<file path="src/hw/rtl/remote_code_frame_generator_defines.svh">
// ----------------------------------------------------------------------------
// remote code frame generator assertion macros
// shared check macros for the remote code frame generator
// ----------------------------------------------------------------------------
`ifndef REMOTE_CODE_FRAME_GENERATOR_DEFINES_SVH
`define REMOTE_CODE_FRAME_GENERATOR_DEFINES_SVH

// check outside reset
`define RCFG_ASSERT(label, prop) \
    label: assert property (@(posedge clk) disable iff (!rst_n) prop) \
        else $error("rcfg check failed");

// check at every edge, reset included
`define RCFG_ASSERT_ALWAYS(label, prop) \
    label: assert property (@(posedge clk) prop) \
        else $error("rcfg check failed");

`endif

</file>
<file path="src/hw/rtl/rcfg_pkg.sv">
// ----------------------------------------------------------------------------
// rcfg_pkg
// shared types and constants of the remote code frame generator
// ----------------------------------------------------------------------------
package rcfg_pkg;

    localparam int CODE_BITS   = 12;
    localparam int CODE_IN_W   = 12;
    localparam int CODE_EXT_W  = 16;
    localparam int RELOAD_W    = 16;
    localparam int REPEAT_W    = 8;
    localparam int CFG_IDX_W   = 3;
    localparam int CFG_DATA_W  = 16;
    localparam int IN_DATA_W   = 16;
    localparam int OUT_DATA_W  = 24;

    localparam int POS_W = $clog2(2 * CODE_BITS + 3);
    localparam int IDX_W = (CODE_BITS > 1) ? $clog2(CODE_BITS) : 1;

    localparam logic [POS_W-1:0] POS_START = POS_W'(2 * CODE_BITS + 2);
    localparam logic [POS_W-1:0] POS_PULSE = POS_W'(2 * CODE_BITS + 1);
    localparam logic [POS_W-1:0] POS_PAUSE = '0;

    localparam logic [RELOAD_W-1:0] PAUSE_RELOAD_RST  = 16'hD3F0;
    localparam logic [REPEAT_W-1:0] FRAME_REPEATS_RST = 8'd5;

    localparam logic CMD_START = 1'b0;
    localparam logic CMD_TICK  = 1'b1;

    typedef enum logic [CFG_IDX_W-1:0] {
        REG_ONE_HIGH      = 3'd0,
        REG_ONE_LOW       = 3'd1,
        REG_ZERO_HIGH     = 3'd2,
        REG_ZERO_LOW      = 3'd3,
        REG_PAUSE         = 3'd4,
        REG_FRAME_REPEATS = 3'd5
    } cfg_reg_t;

    typedef struct packed {
        logic [RELOAD_W-1:0] one_high_reload;
        logic [RELOAD_W-1:0] one_low_reload;
        logic [RELOAD_W-1:0] zero_high_reload;
        logic [RELOAD_W-1:0] zero_low_reload;
        logic [RELOAD_W-1:0] pause_reload;
        logic [REPEAT_W-1:0] frame_repeats;
    } cfg_regs_t;

    // line_level in the lowest bit
    typedef struct packed {
        logic                active;
        logic [RELOAD_W-1:0] interval_reload;
        logic                line_level;
    } result_t;

endpackage

</file>
<file path="src/hw/rtl/rcfg_engine.sv">
// ----------------------------------------------------------------------------
// rcfg_engine
// frame sequencer: phase position, code and frame count, next interval result
// ----------------------------------------------------------------------------
module rcfg_engine
(
    input  logic                          clk,
    input  logic                          rst_n,
    input  logic                          step,
    input  logic                          cmd,
    input  logic [rcfg_pkg::CODE_IN_W-1:0] code_word,
    input  rcfg_pkg::cfg_regs_t           cfg,
    output rcfg_pkg::result_t             result
);

    import rcfg_pkg::*;

    logic [REPEAT_W-1:0]   frames_left_reg;
    logic [REPEAT_W-1:0]   frames_left_next;
    logic [POS_W-1:0]      phase_pos_reg;
    logic [POS_W-1:0]      phase_pos_next;
    logic [CODE_BITS-1:0]  code_reg;
    logic [CODE_BITS-1:0]  code_next;
    logic [POS_W-1:0]      pos_dec;
    logic [POS_W-1:0]      pos_less1;
    logic [IDX_W-1:0]      bit_idx;
    logic [CODE_EXT_W-1:0] code_ext;
    logic                  bit_one;
    logic                  level;
    logic [RELOAD_W-1:0]   reload;

    assign code_ext  = {{(CODE_EXT_W - CODE_IN_W){1'b0}}, code_word};
    assign pos_dec   = (phase_pos_reg != POS_PAUSE) ? phase_pos_reg - 1'b1 : phase_pos_reg;
    assign pos_less1 = pos_dec - 1'b1;
    assign bit_idx   = pos_less1[IDX_W:1];
    assign bit_one   = code_reg[bit_idx];

    always_comb
    begin
        frames_left_next = frames_left_reg;
        phase_pos_next   = phase_pos_reg;
        code_next        = code_reg;
        level            = 1'b0;
        reload           = '0;
        if (cmd == CMD_START)
        begin
            frames_left_next = cfg.frame_repeats;
            phase_pos_next   = POS_START;
            code_next        = code_ext[CODE_BITS-1:0];
        end
        else if (frames_left_reg != '0)
        begin
            phase_pos_next = pos_dec;
            if (pos_dec == POS_PULSE)
            begin
                level  = 1'b1;
                reload = cfg.one_high_reload;
            end
            else if (pos_dec == POS_PAUSE)
            begin
                reload           = cfg.pause_reload;
                frames_left_next = frames_left_reg - 1'b1;
                phase_pos_next   = POS_START;
            end
            else if (!pos_dec[0])
            begin
                reload = bit_one ? cfg.one_low_reload : cfg.zero_low_reload;
            end
            else
            begin
                level  = 1'b1;
                reload = bit_one ? cfg.one_high_reload : cfg.zero_high_reload;
            end
        end
    end

    assign result.line_level      = level;
    assign result.interval_reload = reload;
    assign result.active          = (frames_left_next != '0);

    always_ff @(posedge clk or negedge rst_n)
    begin
        if (!rst_n)
        begin
            frames_left_reg <= '0;
            phase_pos_reg   <= '0;
            code_reg        <= '0;
        end
        else if (step)
        begin
            frames_left_reg <= frames_left_next;
            phase_pos_reg   <= phase_pos_next;
            code_reg        <= code_next;
        end
    end

endmodule

</file>
<file path="src/hw/rtl/remote_code_frame_generator.sv">
// ----------------------------------------------------------------------------
// remote_code_frame_generator
// pulse-width remote control code frame generator with stream ports
// ----------------------------------------------------------------------------
// A start beat (tuser 0) loads a code word and restarts the frame sequence;
// each tick beat (tuser 1) marks the end of the running interval and returns
// the line level and timer reload for the next one. One beat is taken every
// clock cycle while the skid stage is empty, and its result is registered in
// the result register before it reaches the output. When the output side
// stalls, a skid stage behind the result register takes one more beat, and
// the input then waits until the held result has moved on.
// Configuration writes are taken every cycle.
module remote_code_frame_generator
(
    input  logic                            clk,
    input  logic                            rst_n,
    input  logic                            cfg_valid,
    output logic                            cfg_ready,
    input  logic [rcfg_pkg::CFG_IDX_W-1:0]  cfg_index,
    input  logic [rcfg_pkg::CFG_DATA_W-1:0] cfg_data,
    input  logic                            s_axis_tvalid,
    output logic                            s_axis_tready,
    input  logic [rcfg_pkg::IN_DATA_W-1:0]  s_axis_tdata,  // code_word, zero pad
    input  logic                            s_axis_tuser,  // cmd
    output logic                            m_axis_tvalid,
    input  logic                            m_axis_tready,
    output logic [rcfg_pkg::OUT_DATA_W-1:0] m_axis_tdata   // line_level, interval_reload, active
);

    import rcfg_pkg::*;

    `include "remote_code_frame_generator_defines.svh"

    cfg_regs_t cfg_reg;
    result_t   result;
    result_t   out_data_reg;
    result_t   out_data_next;
    result_t   skid_data_reg;
    result_t   skid_data_next;
    logic      out_valid_reg;
    logic      out_valid_next;
    logic      skid_valid_reg;
    logic      skid_valid_next;
    logic      in_beat;
    logic      out_stall;
    logic      last_pause_beat;

    assign cfg_ready = 1'b1;

    always_ff @(posedge clk or negedge rst_n)
    begin
        if (!rst_n)
        begin
            cfg_reg.one_high_reload  <= '0;
            cfg_reg.one_low_reload   <= '0;
            cfg_reg.zero_high_reload <= '0;
            cfg_reg.zero_low_reload  <= '0;
            cfg_reg.pause_reload     <= PAUSE_RELOAD_RST;
            cfg_reg.frame_repeats    <= FRAME_REPEATS_RST;
        end
        else if (cfg_valid && cfg_ready)
        begin
            unique case (cfg_index)
                REG_ONE_HIGH:      cfg_reg.one_high_reload  <= cfg_data;
                REG_ONE_LOW:       cfg_reg.one_low_reload   <= cfg_data;
                REG_ZERO_HIGH:     cfg_reg.zero_high_reload <= cfg_data;
                REG_ZERO_LOW:      cfg_reg.zero_low_reload  <= cfg_data;
                REG_PAUSE:         cfg_reg.pause_reload     <= cfg_data;
                REG_FRAME_REPEATS: cfg_reg.frame_repeats    <= cfg_data[REPEAT_W-1:0];
                default:           ;
            endcase
        end
    end

    assign s_axis_tready = !skid_valid_reg;
    assign in_beat       = s_axis_tvalid && s_axis_tready;

    rcfg_engine u_engine
    (
        .clk       (clk),
        .rst_n     (rst_n),
        .step      (in_beat),
        .cmd       (s_axis_tuser),
        .code_word (s_axis_tdata[CODE_IN_W-1:0]),
        .cfg       (cfg_reg),
        .result    (result)
    );

    // result register with one skid entry
    always_comb
    begin
        out_valid_next  = out_valid_reg;
        out_data_next   = out_data_reg;
        skid_valid_next = skid_valid_reg;
        skid_data_next  = skid_data_reg;
        if (!out_valid_reg || m_axis_tready)
        begin
            if (skid_valid_reg)
            begin
                out_valid_next  = 1'b1;
                out_data_next   = skid_data_reg;
                skid_valid_next = 1'b0;
            end
            else
            begin
                out_valid_next = in_beat;
                out_data_next  = result;
            end
        end
        else if (in_beat)
        begin
            skid_valid_next = 1'b1;
            skid_data_next  = result;
        end
    end

    always_ff @(posedge clk or negedge rst_n)
    begin
        if (!rst_n)
        begin
            out_valid_reg  <= 1'b0;
            skid_valid_reg <= 1'b0;
        end
        else
        begin
            out_valid_reg  <= out_valid_next;
            skid_valid_reg <= skid_valid_next;
        end
    end

    always_ff @(posedge clk)
    begin
        out_data_reg  <= out_data_next;
        skid_data_reg <= skid_data_next;
    end

    assign m_axis_tvalid = out_valid_reg;
    assign m_axis_tdata  = {{(OUT_DATA_W - $bits(result_t)){1'b0}}, out_data_reg};

    assign out_stall       = out_valid_reg && !m_axis_tready;
    assign last_pause_beat = out_valid_reg && !out_data_reg.active
                             && (out_data_reg.interval_reload != '0);

    `RCFG_ASSERT_ALWAYS(a_skid_behind_out, skid_valid_reg |-> out_valid_reg)
    `RCFG_ASSERT(a_skid_fill_on_stall, $rose(skid_valid_reg) |-> $past(out_stall))
    `RCFG_ASSERT(a_pause_line_low, last_pause_beat |-> !out_data_reg.line_level)

endmodule
</file>
<file path="config.mk">
export PLATFORM = sky130hd
export DESIGN_NAME = remote_code_frame_generator
export DESIGN_NICKNAME = d
export VERILOG_FILES = /design/src/hw/rtl/rcfg_pkg.sv /design/src/hw/rtl/rcfg_engine.sv /design/src/hw/rtl/remote_code_frame_generator.sv
export VERILOG_INCLUDE_DIRS = /design/src /design/src/hw/rtl
export SDC_FILE = /design/constraint.sdc
export NUM_CORES = 1
export LEC_CHECK = 0
export BUFFER_PORTS_ARGS = -buffer_cell sky130_fd_sc_hd__buf_2
export CORE_ASPECT_RATIO = 2
export CORE_MARGIN = 2
export CORE_UTILIZATION = 50
export DETAILED_ROUTE_END_ITERATION = 10
export MAX_ROUTING_LAYER = met4
export PLACE_DENSITY_LB_ADDON = 0.15
export SYNTH_ARGS = -nofsm -noshare
export SYNTH_HDL_FRONTEND = slang
export SYNTH_HIERARCHICAL = 1
export SYNTH_SLANG_ARGS = --single-unit
export TNS_END_PERCENT = 100
</file>
<file path="constraint.sdc">
create_clock -name clk -period 5.25 [get_ports clk]
set_input_delay 0.2625 -clock clk [delete_from_list [all_inputs] [get_ports clk]]
set_output_delay 0.2625 -clock clk [all_outputs]
set_load 0.05 [all_outputs]
</file>
# ---- Word-level counts from Yosys, hierarchy flattened
# Cells that the tools add are included.
dict set report totals {
  input_bits 41
  ff_bits 151
  wordCells 76
}
dict set report op_classes {
  n_mux 27
  eq_ne 7
  magnitude_cmp 1
  reduce_logical 19
  n_addsub 3
  n_bitwise 2
}
# cell n
set op_table {}
lappend op_table {{16-bit two-way mux} 7}
lappend op_table {{8-bit two-way mux} 4}
lappend op_table {{5-bit two-way mux} 5}
lappend op_table {{18-bit two-way mux} 1}
lappend op_table {{2-bit AND reduction} 9}
lappend op_table {{8-bit nonzero test} 2}
lappend op_table {{5-bit by 1-bit subtractor with 5-bit output (second input constant)} 2}
lappend op_table {{1-bit two-way mux} 9}
lappend op_table {{8-bit by 1-bit subtractor with 8-bit output (second input constant)} 1}
lappend op_table {{3-bit by 2-bit == test with 1-bit output (second input constant)} 2}
lappend op_table {{3-bit == test (second input constant)} 2}
lappend op_table {{5-bit == test (second input constant)} 1}
lappend op_table {{5-bit zero test} 1}
lappend op_table {{4-bit by 5-bit < comparator with 1-bit output (second input constant)} 1}
lappend op_table {{5-bit nonzero test} 1}
lappend op_table {{1-bit binary-select mux with 4-bit select} 1}
lappend op_table {{3-bit by 1-bit == test with 1-bit output (second input constant)} 1}
lappend op_table {{3-bit zero test} 1}
lappend op_table {{1-bit zero test} 2}
lappend op_table {{2-bit by 1-bit inequality test with 1-bit output (second input constant)} 1}
lappend op_table {{1-bit NOT} 2}
lappend op_table {{2-bit nonzero test} 1}
lappend op_table {{1-bit logical AND} 1}
lappend op_table {{1-bit logical OR} 1}

# ---- Longest topological paths before layout
dict set report depth {
  depth_word 12
  depth_mapped 15
  mapped_depth_nobuf 11
}

# ---- Hierarchy
# The synthesis kept the hierarchy.
# mod instances area_each_um2 cells_each
set modules_own_cells {}
lappend modules_own_cells {remote_code_frame_generator 1 4820.9 265}
lappend modules_own_cells {rcfg_engine 1 3027.9 355}

# ---- Worst setup path after synthesis
# No wires, ideal clock.
dict set report synth_path {
  kind {reg-to-reg}
  start {register u_engine.phase_pos_reg[0]}
  end {register out_data_reg, in the netlist m_axis_tdata[10] (data pin)}
  slack_ns 1.107
  synth_period_minus_slack_ns 4.143
  stages_incl_launch_ff 15
  t_required_ns 4.990
  path_buffers 3
  arrival_ns 3.883
  cell_sequence {dfrtp_1 -> clkbuf_1 -> inv_1 -> ha_1 -> buf_2 -> nor4b_4 -> mux2i_1 -> mux4_2 -> and4_1 -> or2_1 -> a211o_1 -> buf_2 -> nor2_1 -> o31ai_2 -> mux2_2}
}
# element line
set synth_lines {}
lappend synth_lines {{start, declared} rcfg_engine.sv:20} ;# logic [POS_W-1:0] phase_pos_reg;
lappend synth_lines {{start signal, assigned} rcfg_engine.sv:92} ;# phase_pos_reg <= phase_pos_next;
lappend synth_lines {{end signal, assigned} remote_code_frame_generator.sv:133} ;# out_data_reg <= out_data_next;
lappend synth_lines {{end, declared} remote_code_frame_generator.sv:36} ;# result_t out_data_reg;

==> impl_metrics.env <==
export IMPL_dieArea_um2=16800
export IMPL_hp_class="input pin to register"
export IMPL_drt_wl_total_mm=19.1
export IMPL_rr_worst_depth=12
export IMPL_rsz0062_at_grt="false"
export IMPL_routedWlPerCell_um=21.5
export IMPL_multi_input_area_um2=3590
export IMPL_worst_r2r_startpoint="u_engine/phase_pos_reg[1]"
export IMPL_gp_congestion=0.861
export IMPL_grt_max_degree=61
export IMPL_setup_violations=0
export IMPL_worst_pin_slew_ns=1.18
export IMPL_tritoncts="yes"
export IMPL_fin_util_pct=57.8
export IMPL_reg2reg_to="m_axis_tdata[4]"
export IMPL_post_cts_resized=0
export IMPL_cts_max_level=4
export IMPL_drtIter0Drc=283
export IMPL_yosysUniqueCellTypes=71
export IMPL_core_area_um2=15300
export IMPL_antenna_cells=0
export IMPL_post_cts_buffers=0
export IMPL_maxSlewViolCount=0
export IMPL_start_util_pct=51.3
export IMPL_die_x_um=92.6
export IMPL_cts_hold_buf=1
export IMPL_row_count=64
export IMPL_yosys_warnings=6
export IMPL_cp_data_required_time_ns=5.54
export IMPL_min_to="u_engine/code_reg[6]"
export IMPL_path_class="register to register"
export IMPL_root_buffer="clkbuf_16"
export IMPL_hold_viol_final=0
export IMPL_grt_antenna_before_repair=0
export IMPL_final_layout_size_suffix_gt1_share_pct=41.0
export IMPL_drc=0
export IMPL_p_per_area_nw_per_um2=657
export IMPL_final_common_cell="mux2_2"
export IMPL_layout_area_overhead_vs_synth_pct=12.6
export IMPL_cts_num_sinks=151
export IMPL_io_pins=68
export IMPL_vias=5351
export IMPL_fillers=1299
export IMPL_ys_seq_elements=151
export IMPL_skew_ns=0.00810
export IMPL_async_reset_ff_share_pct=76.2
export IMPL_timing_setup_tns_ns=0
export IMPL_status="complete, no violations"
export IMPL_cp_data_arrival_time_ns=4.99
export IMPL_place_detailed_hpwl_mm=13.7
export IMPL_fin_crit_ns=4.70
export IMPL_insertion_delay_ns=0.42
export IMPL_largest_register_ffs=88
export IMPL_hold_start="s_axis_tdata[6]"
export IMPL_cp_max_fo=9
export IMPL_num_nets_final=724
export IMPL_worstSetupStartpointType="register"
export IMPL_synth_edff_count=36
export IMPL_design_area_um2=8840
export IMPL_regArea_um2=3970
export IMPL_max_cap_viol_count=0
export IMPL_yosysSeqAreaShare_pct=50.6
export IMPL_total_leakage_power_nw=3.75
export IMPL_grt_pass1_vias=5738
export IMPL_syn_area_um2=7850
export IMPL_grt_pass1_wl_mm=30.3
export IMPL_post_place_cells=855
export IMPL_grt_overflow_total=0
export IMPL_ir_drop_mv=0.344
export IMPL_syn_instance_count=620
export IMPL_syn_avg_cell_area_um2=12.7
export IMPL_final_cell_mix="mux2_2 (140), dfrtp_1 (104), buf_2 (55)"
export IMPL_period_share_pct=89.5
export IMPL_viasPerCell=6.03
export IMPL_io_buffers=56
export IMPL_endpoint_kind="register"
export IMPL_relSlewSlack_pct=21.4
export IMPL_hold_slack_ns=0.0638
export IMPL_path_clk_slew_ns=0.06
export IMPL_fin_cells=888
export IMPL_hold_depth=2
export IMPL_grtUsageTotal_pct=24.6
export IMPL_postPlaceCellArea_um2=8300
export IMPL_r2r_slack_ns=0.55
export IMPL_synthFlopType="dfrtp_1"
export IMPL_ant_nets=0
export IMPL_cts_made_buffers=17
export IMPL_dr_pass1_iters=5
export IMPL_clock_fmax_ghz=0.213
export IMPL_clk_path_buf_depth=2
export IMPL_die_height_um=181
## metrics by stage
step	power, mW	setup WS (ns)
after global placement	4.61	0.677
after CTS	5.81	0.639
final	5.81	0.551
after global routing	6.11	0.280
after floorplan	3.80	1.11
after detailed placement	4.69	0.662
## synthesized netlist by cell type, types with 4 or more instances
cell type  instances  area [µm²]
or3_1              4        25.0
a211o_1           17         149
dfrtp_1          104        2600
buf_6             10         113
buf_4              8        60.1
and3_1            17         106
mux2i_1           23         230
inv_1             11        41.3
nand2_1           12        45.0
nor2_1            54         203
xnor2_1            8        70.1
clkbuf_1          17        63.8
buf_1              4        15.0
buf_2              6        30.0
mux2_2           140        1580
nor2b_1            6        37.5
nand2b_1           4        25.0
o31ai_1            9        67.6
o31ai_2            9         113
dfstp_2           11         289
ha_1               6        75.1
a22oi_1           17         128
edfxtp_1          36        1080
a21oi_1           12        60.1
o21ai_0            6        30.0
## cell type report
| cell class | count | share of cell area, % |
|---|---|---|
| clock buffers | 21 | 5.21 |
| clock inverters | 11 | 0.835 |
| inverters | 11 | 0.467 |
| multi-input cells | 418 | 40.7 |
| flip-flops and latches | 151 | 44.9 |
| well taps | 198 | 2.80 |
| repair buffers | 78 | 5.09 |
## worst max-delay path by stage
stage	from	to	slack [ns]	cells after the start
floorplan	u_engine/phase_pos_reg[0]	m_axis_tdata[10]	1.11	14
global placement	u_engine/phase_pos_reg[1]	m_axis_tdata[4]	0.68	12
detailed placement	u_engine/phase_pos_reg[1]	m_axis_tdata[4]	0.66	12
CTS	u_engine/phase_pos_reg[1]	m_axis_tdata[4]	0.64	12
global route	u_engine/phase_pos_reg[1]	m_axis_tdata[4]	0.28	13
finish	u_engine/phase_pos_reg[1]	m_axis_tdata[4]	0.55	12
## report_power, final
part           internal, mW  switching [mW]
Clock                 0.629           0.478
Sequential             1.60           0.196
Combinational          1.18            1.73
## cell families after synthesis
logic type	share of synthesized area [%]
multiplexers	23.5
other	0.0957
AND/OR/NAND/NOR	9.60
buffers and inverters	4.11
adder cells (fa/ha/maj)	0.956
AO/OA/AOI/OAI	10.0
XOR/XNOR	1.12
flip-flops	50.6
## routing by layer
layer  GRT usage (%)  routed length (µm)  vias to the layer above
li1                -                   -                     2409
met1            24.2                6690                     2719
met2            45.5               11000                      169
met3            3.84                 743                       54
met4            12.3                 728                        0
met5               -                   0                        -
## worst max-delay path: stages, from the launching register on
cell and delay (ns):
dfrtp_1 0.50, inv_1 0.29, ha_1 0.40, or4b_1 0.66, mux2i_1 0.22, mux2_2 0.36
a2111oi_0 0.53, or2_1 0.19, a211o_1 0.33, buf_4 0.22, nor2_1 0.06, o31ai_1 0.53
mux2_2 0.26
Note: power is estimated with default switching activity, not from simulation.
